### config.mk
export PLATFORM = sky130hd
export DESIGN_NAME = nwum_delta
export DESIGN_NICKNAME = d
export VERILOG_FILES = /design/src/sv/nwum_pkg.sv /design/src/sv/nwum_delta.sv
export SDC_FILE = /design/constraint.sdc
export NUM_CORES = 2
export LEC_CHECK = 0
export BUFFER_PORTS_ARGS = -buffer_cell sky130_fd_sc_hd__buf_2
export CORE_ASPECT_RATIO = 1.2
export CORE_MARGIN = 5
export CORE_UTILIZATION = 40
export DETAILED_ROUTE_END_ITERATION = 7
export GPL_TIMING_DRIVEN = 0
export SLEW_MARGIN = 5
export SYNTH_ARGS = -nofsm -noshare
export SYNTH_HDL_FRONTEND = slang
export SYNTH_SLANG_ARGS = --single-unit
### constraint.sdc
create_clock -name clk -period 7.43 [get_ports clk]
set_clock_uncertainty 0.15 [all_clocks]
set_input_delay 0.3715 -clock clk [delete_from_list [all_inputs] [get_ports clk]]
set_output_delay 0.3715 -clock clk [all_outputs]
set_load 0.05 [all_outputs]
### src/sv/nwum_pkg.sv
// Shared types and constants for the momentum weight update block.
// Depends on nothing; nwum_delta and the top level import it.
package nwum_pkg;

	// Q4.12 values, Q0.16 factors.
	localparam int VAL_W     = 16;
	localparam int FRAC_W    = 12;
	localparam int CFG_W     = 16;
	localparam int CLIP_W    = 15;
	localparam int CFG_IDX_W = 3;

	typedef logic signed [VAL_W-1:0] val_t;

	// Register indexes of the configuration port.
	localparam logic [CFG_IDX_W-1:0] REG_LEARN_RATE = 3'd0;
	localparam logic [CFG_IDX_W-1:0] REG_MOMENTUM   = 3'd1;
	localparam logic [CFG_IDX_W-1:0] REG_CLIP_EN    = 3'd2;
	localparam logic [CFG_IDX_W-1:0] REG_CLIP_LIMIT = 3'd3;
	localparam logic [CFG_IDX_W-1:0] REG_RECUR_EN   = 3'd4;

	// Register values after reset.
	localparam logic [CFG_W-1:0]  RST_LEARN_RATE = 16'd9830;
	localparam logic [CFG_W-1:0]  RST_MOMENTUM   = 16'd32768;
	localparam logic [CLIP_W-1:0] RST_CLIP_LIMIT = 15'd4096;

	// Input action codes.
	localparam logic ACT_LOAD   = 1'b0;
	localparam logic ACT_UPDATE = 1'b1;

	// What a word does once it is in the pipeline.
	typedef logic [1:0] op_t;
	localparam op_t OP_NONE = 2'd0;  // slot out of range: zero result, skipped
	localparam op_t OP_LOAD = 2'd1;  // write weight, clear delta
	localparam op_t OP_UPD  = 2'd2;  // momentum update
	localparam op_t OP_HOLD = 2'd3;  // dropped source or recurrency off: skipped

	typedef struct packed {
		logic valid;
		op_t  op;
	} ctl_t;

endpackage

### src/sv/nwum_delta.sv
// Three-stage datapath that forms the new delta, eta*act*grad + alpha*old_delta,
// rounded half up to Q4.12 and saturated. Depends on nwum_pkg.
module nwum_delta (
	input  logic                     clk,
	input  logic [nwum_pkg::CFG_W-1:0] learn_rate,
	input  logic [nwum_pkg::CFG_W-1:0] momentum,
	input  nwum_pkg::val_t           act_s2,
	input  nwum_pkg::val_t           grad_s2,
	input  nwum_pkg::val_t           old_d_s2,
	output nwum_pkg::val_t           delta_s5,
	output logic                     dsat_s5
);
	import nwum_pkg::*;

	localparam int AG_W   = 2 * VAL_W;          // act * grad, Q8.24
	localparam int PD_W   = 2 * VAL_W;          // old_delta * alpha, Q4.28
	localparam int ETA_W  = 3 * VAL_W;          // act * grad * eta, Q8.40
	localparam int ACC_W  = ETA_W + 1;
	localparam int RND_SH = CFG_W + FRAC_W;     // Q8.40 down to Q4.12
	localparam int RW     = ACC_W - RND_SH;

	localparam logic signed [ACC_W-1:0] RND_HALF = ACC_W'(1) <<< (RND_SH - 1);
	localparam logic signed [RW-1:0]    R_MAX    = RW'((1 << (VAL_W - 1)) - 1);
	localparam logic signed [RW-1:0]    R_MIN    = RW'(-(1 << (VAL_W - 1)));

	logic signed [AG_W-1:0]  p_ag_c, p_ag_s3;
	logic signed [PD_W-1:0]  pd_full;
	logic signed [PD_W-1:0]  pd_s3, pd_s4;
	logic signed [ETA_W-1:0] p_eta_c, p_eta_s4;
	logic signed [ACC_W-1:0] acc;
	logic signed [RW-1:0]    rounded;
	val_t                    delta_c;
	logic                    dsat_c;

	// Stage 2: the two narrow products. Both fit their widths exactly.
	always_comb begin
		p_ag_c  = AG_W'(act_s2) * AG_W'(grad_s2);
		pd_full = PD_W'(old_d_s2) * PD_W'($signed({1'b0, momentum}));
	end

	// Stage 3: scale by the learning rate.
	always_comb begin
		p_eta_c = ETA_W'(p_ag_s3) * ETA_W'($signed({1'b0, learn_rate}));
	end

	// Stage 4: align, sum, round half up, saturate.
	always_comb begin
		acc     = ACC_W'(p_eta_s4) + (ACC_W'(pd_s4) <<< FRAC_W) + RND_HALF;
		rounded = RW'(acc >>> RND_SH);
		dsat_c  = 1'b0;
		if (rounded > R_MAX) begin
			delta_c = val_t'(R_MAX);
			dsat_c  = 1'b1;
		end else if (rounded < R_MIN) begin
			delta_c = val_t'(R_MIN);
			dsat_c  = 1'b1;
		end else begin
			delta_c = val_t'(rounded);
		end
	end

	always_ff @(posedge clk) begin
		p_ag_s3  <= p_ag_c;
		pd_s3    <= pd_full;
		p_eta_s4 <= p_eta_c;
		pd_s4    <= pd_s3;
		delta_s5 <= delta_c;
		dsat_s5  <= dsat_c;
	end

endmodule

==> out/qor.txt <==
Critical Path Source Type: register
Count of antenna-violating nets left after detailed routing: 0
Critical Path Sink Type: register
Required time worst endpoint: 7680 ps
Die width: 300 um
Most frequently used flop master after synthesis: sky130_fd_sc_hd__dfxtp_1
Count of final max-slew check failures: 0
Floorplan Core Area: 100,000 um2
Last weighted congestion value of the routability-driven placer: 0.947
Most repeated library cell on the critical path: sky130_fd_sc_hd__fa_1
Final Setup Violations: 0
Number of global-route vias before repair: 31,100
Number of nets at the end of the flow: 5,882
Total routed wirelength: 102 mm
Slowest stage delay, CP: 590 ps
Aggregate global routing overflow: 0
Worst hold path class: primary input to register
TritonCTS buffer count: 17
Global-route total usage across every layer: 19.9%
Clk_lat worst skew: 480 ps
Number of buffers inserted for hold repair after clock tree synthesis: 0
Synth-to-Final Area Change: 6.75%
Largest net degree at the start of global routing: 17
Fraction of the cycle the final worst path needs: 96.1%
Number of fillers in the final layout: 9,982
Total nets after synthesis: 5,767
Layout cell share with drive strength beyond 1: 3.85%
Height of the chip: 358 um
Arrival @ worst endpoint: 7390 ps
Number of DRC violations after detailed routing: 0
Number of cell rows: 127
Initial DRT Pass Iterations: 6
Transition at the pin with the smallest max-transition slack: 903 ps
Share of async-settable or async-resettable flops after synthesis: 0%
Max-cap viol count: 0
First-pass GRT wire length: 166 mm
Clock root buffer: sky130_fd_sc_hd__clkbuf_16
Worst path setup slack after routing: 287 ps
Type of the setup path with the least slack: register to register
Max stage delay cell, worst path: sky130_fd_sc_hd__dfxtp_1
Die area: 108,000 um2
Run status: finished, final reports clean
Number of violations reported at the end of detailed-routing iteration 0: 1,632
Vias: 28,700
Number of H-tree levels: 4
Buffers from clock root to sink, at most: 2
Fmax: 140 MHz
Post-route worst hold slack: 121 ps
Wirelength per Cell: 17.7 um
Final critical path time including I/O delays and setup: 7140 ps
Clock transition time at the flip-flop clock pins of the worst setup and hold paths: 70 ps
Final total negative setup slack: 0 ps
I/O pin count: 98
DP HPWL: 89.5 mm
Number of sinks driven by the clock tree: 149
Critical-path cell list: clkbuf_1 -> nand2_1 -> fa_1 -> inv_1 -> fa_1 -> fa_1 -> fa_1 -> fa_1 -> inv_1 -> fa_1 -> inv_1 -> ha_1 -> a21oi_1 -> o21bai_1 -> a21o_1 -> a21o_1 -> a211oi_1 -> a21boi_2 -> or2_2 -> a21o_1 -> a21oi_1 -> xnor2_1
Max FO, Critical Path: 10
Number of synthesized register bits: 149
Final-report hold violation count: 0
Slew headroom: 39.8%
Clock tree from TritonCTS: yes
RSZ-0062 raised after global routing: yes
Total number of yosys warnings: 0
Via count normalized by instance count: 4.96
Sequential cell area fraction in the yosys report: 7.38%
Count of flip-flops with a built-in enable after synthesis: 0
Antenna violations before repair: 8
Cell count after synthesis: 4,368
Worst slack, placed: -403 ps
Mean instance size in the synthesized netlist: 9.25 um2
Count of port buffers added during placement: 96
Starting density of the core: 40.4%
Count of unique library cells instantiated by Yosys: 64
Netlist Area Pre-Place: 40,400 um2
## layout by cell type (no fill, tap or decap), types with 36 or more instances in the layout
cell,netlist,layout
sky130_fd_sc_hd__inv_1,1095,1095
sky130_fd_sc_hd__fa_1,938,938
sky130_fd_sc_hd__nand2_1,558,558
sky130_fd_sc_hd__and2_1,472,472
sky130_fd_sc_hd__ha_1,380,380
sky130_fd_sc_hd__dfxtp_1,149,149
sky130_fd_sc_hd__clkbuf_1,144,122
sky130_fd_sc_hd__buf_2,1,98
sky130_fd_sc_hd__a21oi_1,96,96
sky130_fd_sc_hd__xnor2_1,94,94
sky130_fd_sc_hd__a21o_1,57,57
sky130_fd_sc_hd__nor2_1,53,53
sky130_fd_sc_hd__o21ai_0,41,41
sky130_fd_sc_hd__xor2_1,36,36
## state kept, by name (all words and copies together) (netlist names)
name	count
delta_s5	16
dsat_s5	1
p_ag_s3	32
p_eta_s4	36
pd_s3	32
pd_s4	32
## final timing paths
kind                                   from            to  slack (ps)  cells past startpoint
worst min-delay path            old_d_s2[0]      pd_s3[0]         120                      2
worst max-delay path            p_ag_s3[22]  p_eta_s4[38]         290                     22
worst max register to register  p_ag_s3[22]  p_eta_s4[38]         290                     22
worst min register to register    pd_s3[10]     pd_s4[10]         180                      0
## kinds of logic after synthesis
| group | count (synthesis) | synth area share, % |
|---|---|---|
| xor+xnor | 130 | 2.82 |
| simple gates | 1215 | 15.0 |
| flops | 149 | 7.38 |
| buf+inv | 1245 | 11.6 |
| compound gates | 310 | 4.97 |
| fa+ha+maj | 1318 | 58.2 |
| mux | 1 | 0.0248 |
## synthesized netlist by cell type, types with 5 or more instances
master	number	area [um2]
sky130_fd_sc_hd__a211oi_1	12	90.1
sky130_fd_sc_hd__dfxtp_1	149	2980
sky130_fd_sc_hd__o21ai_0	41	205
sky130_fd_sc_hd__and2_1	472	2950
sky130_fd_sc_hd__nand4_1	13	81.3
sky130_fd_sc_hd__and4_1	5	43.8
sky130_fd_sc_hd__ha_1	380	4750
sky130_fd_sc_hd__nand2b_1	24	150
sky130_fd_sc_hd__o211ai_1	7	52.6
sky130_fd_sc_hd__fa_1	938	18800
sky130_fd_sc_hd__a21oi_1	96	480
sky130_fd_sc_hd__xor2_1	36	315
sky130_fd_sc_hd__and3_1	19	119
sky130_fd_sc_hd__xnor2_1	94	823
sky130_fd_sc_hd__nor3_1	16	80.1
sky130_fd_sc_hd__clkbuf_1	144	541
sky130_fd_sc_hd__nor2b_1	13	81.3
sky130_fd_sc_hd__nor2_1	53	199
sky130_fd_sc_hd__o21a_1	9	67.6
sky130_fd_sc_hd__o21ai_1	13	65.1
sky130_fd_sc_hd__nand3_1	20	100
sky130_fd_sc_hd__o21bai_1	24	180
sky130_fd_sc_hd__a21o_1	57	428
sky130_fd_sc_hd__inv_1	1095	4110
sky130_fd_sc_hd__nand2_1	558	2090
sky130_fd_sc_hd__or3_1	6	37.5
sky130_fd_sc_hd__a31oi_1	7	43.8
sky130_fd_sc_hd__or2_2	7	43.8
## worst max-delay path, delay by kind of cell (launching register included)
| kind | cells | cell delay (ps) |
|---|---|---|
| fa+ha+maj | 7 | 3390 |
| compound gates | 8 | 1690 |
| simple gates | 2 | 490 |
| buf+inv | 4 | 620 |
| xor+xnor | 1 | 140 |
| flops | 1 | 590 |
## stage by stage
step / area [um2] / utilization (%) / cells
2_1_floorplan: 40400 / - / 4368
3_3_place_gp: 42500 / 42.5 / 5754
3_5_place_dp: 42500 / 42.5 / 5754
4_1_cts: 43100 / 43.0 / 5785
5_1_grt: 43100 / 43.1 / 5785
6_report: 43100 / 43.1 / 5789
## metal layers
metal	GRT usage (%)	share of wire (%)	vias up
li1	-	-	13100
met1	24.9	40	14700
met2	34.4	49	765
met3	3.84	6.3	202
met4	7.53	4.4	2
met5	0	0.020	-
## final cells by class
type	count	area, um2	area share, %
sequential	149	2980	6.91
multi-input combinational	2974	32800	75.9
clock buffer	18	439	1.02
inverter	1096	4110	9.54
buffer	149	603	1.40
tap	1290	1610	3.74
timing repair buffer	96	480	1.11
antenna	4	10.0	0.0232
clock inverter	13	138	0.319
## timing repair
action | 4_1_cts | 5_1_grt
gates resized for setup | 1 | 55
buffers inserted | 0 | 0
endpoints found under the setup margin | 5 | 14
Power is not shown: default switching activity piles up to over one toggle a cycle in this logic, so the estimate is an artifact.
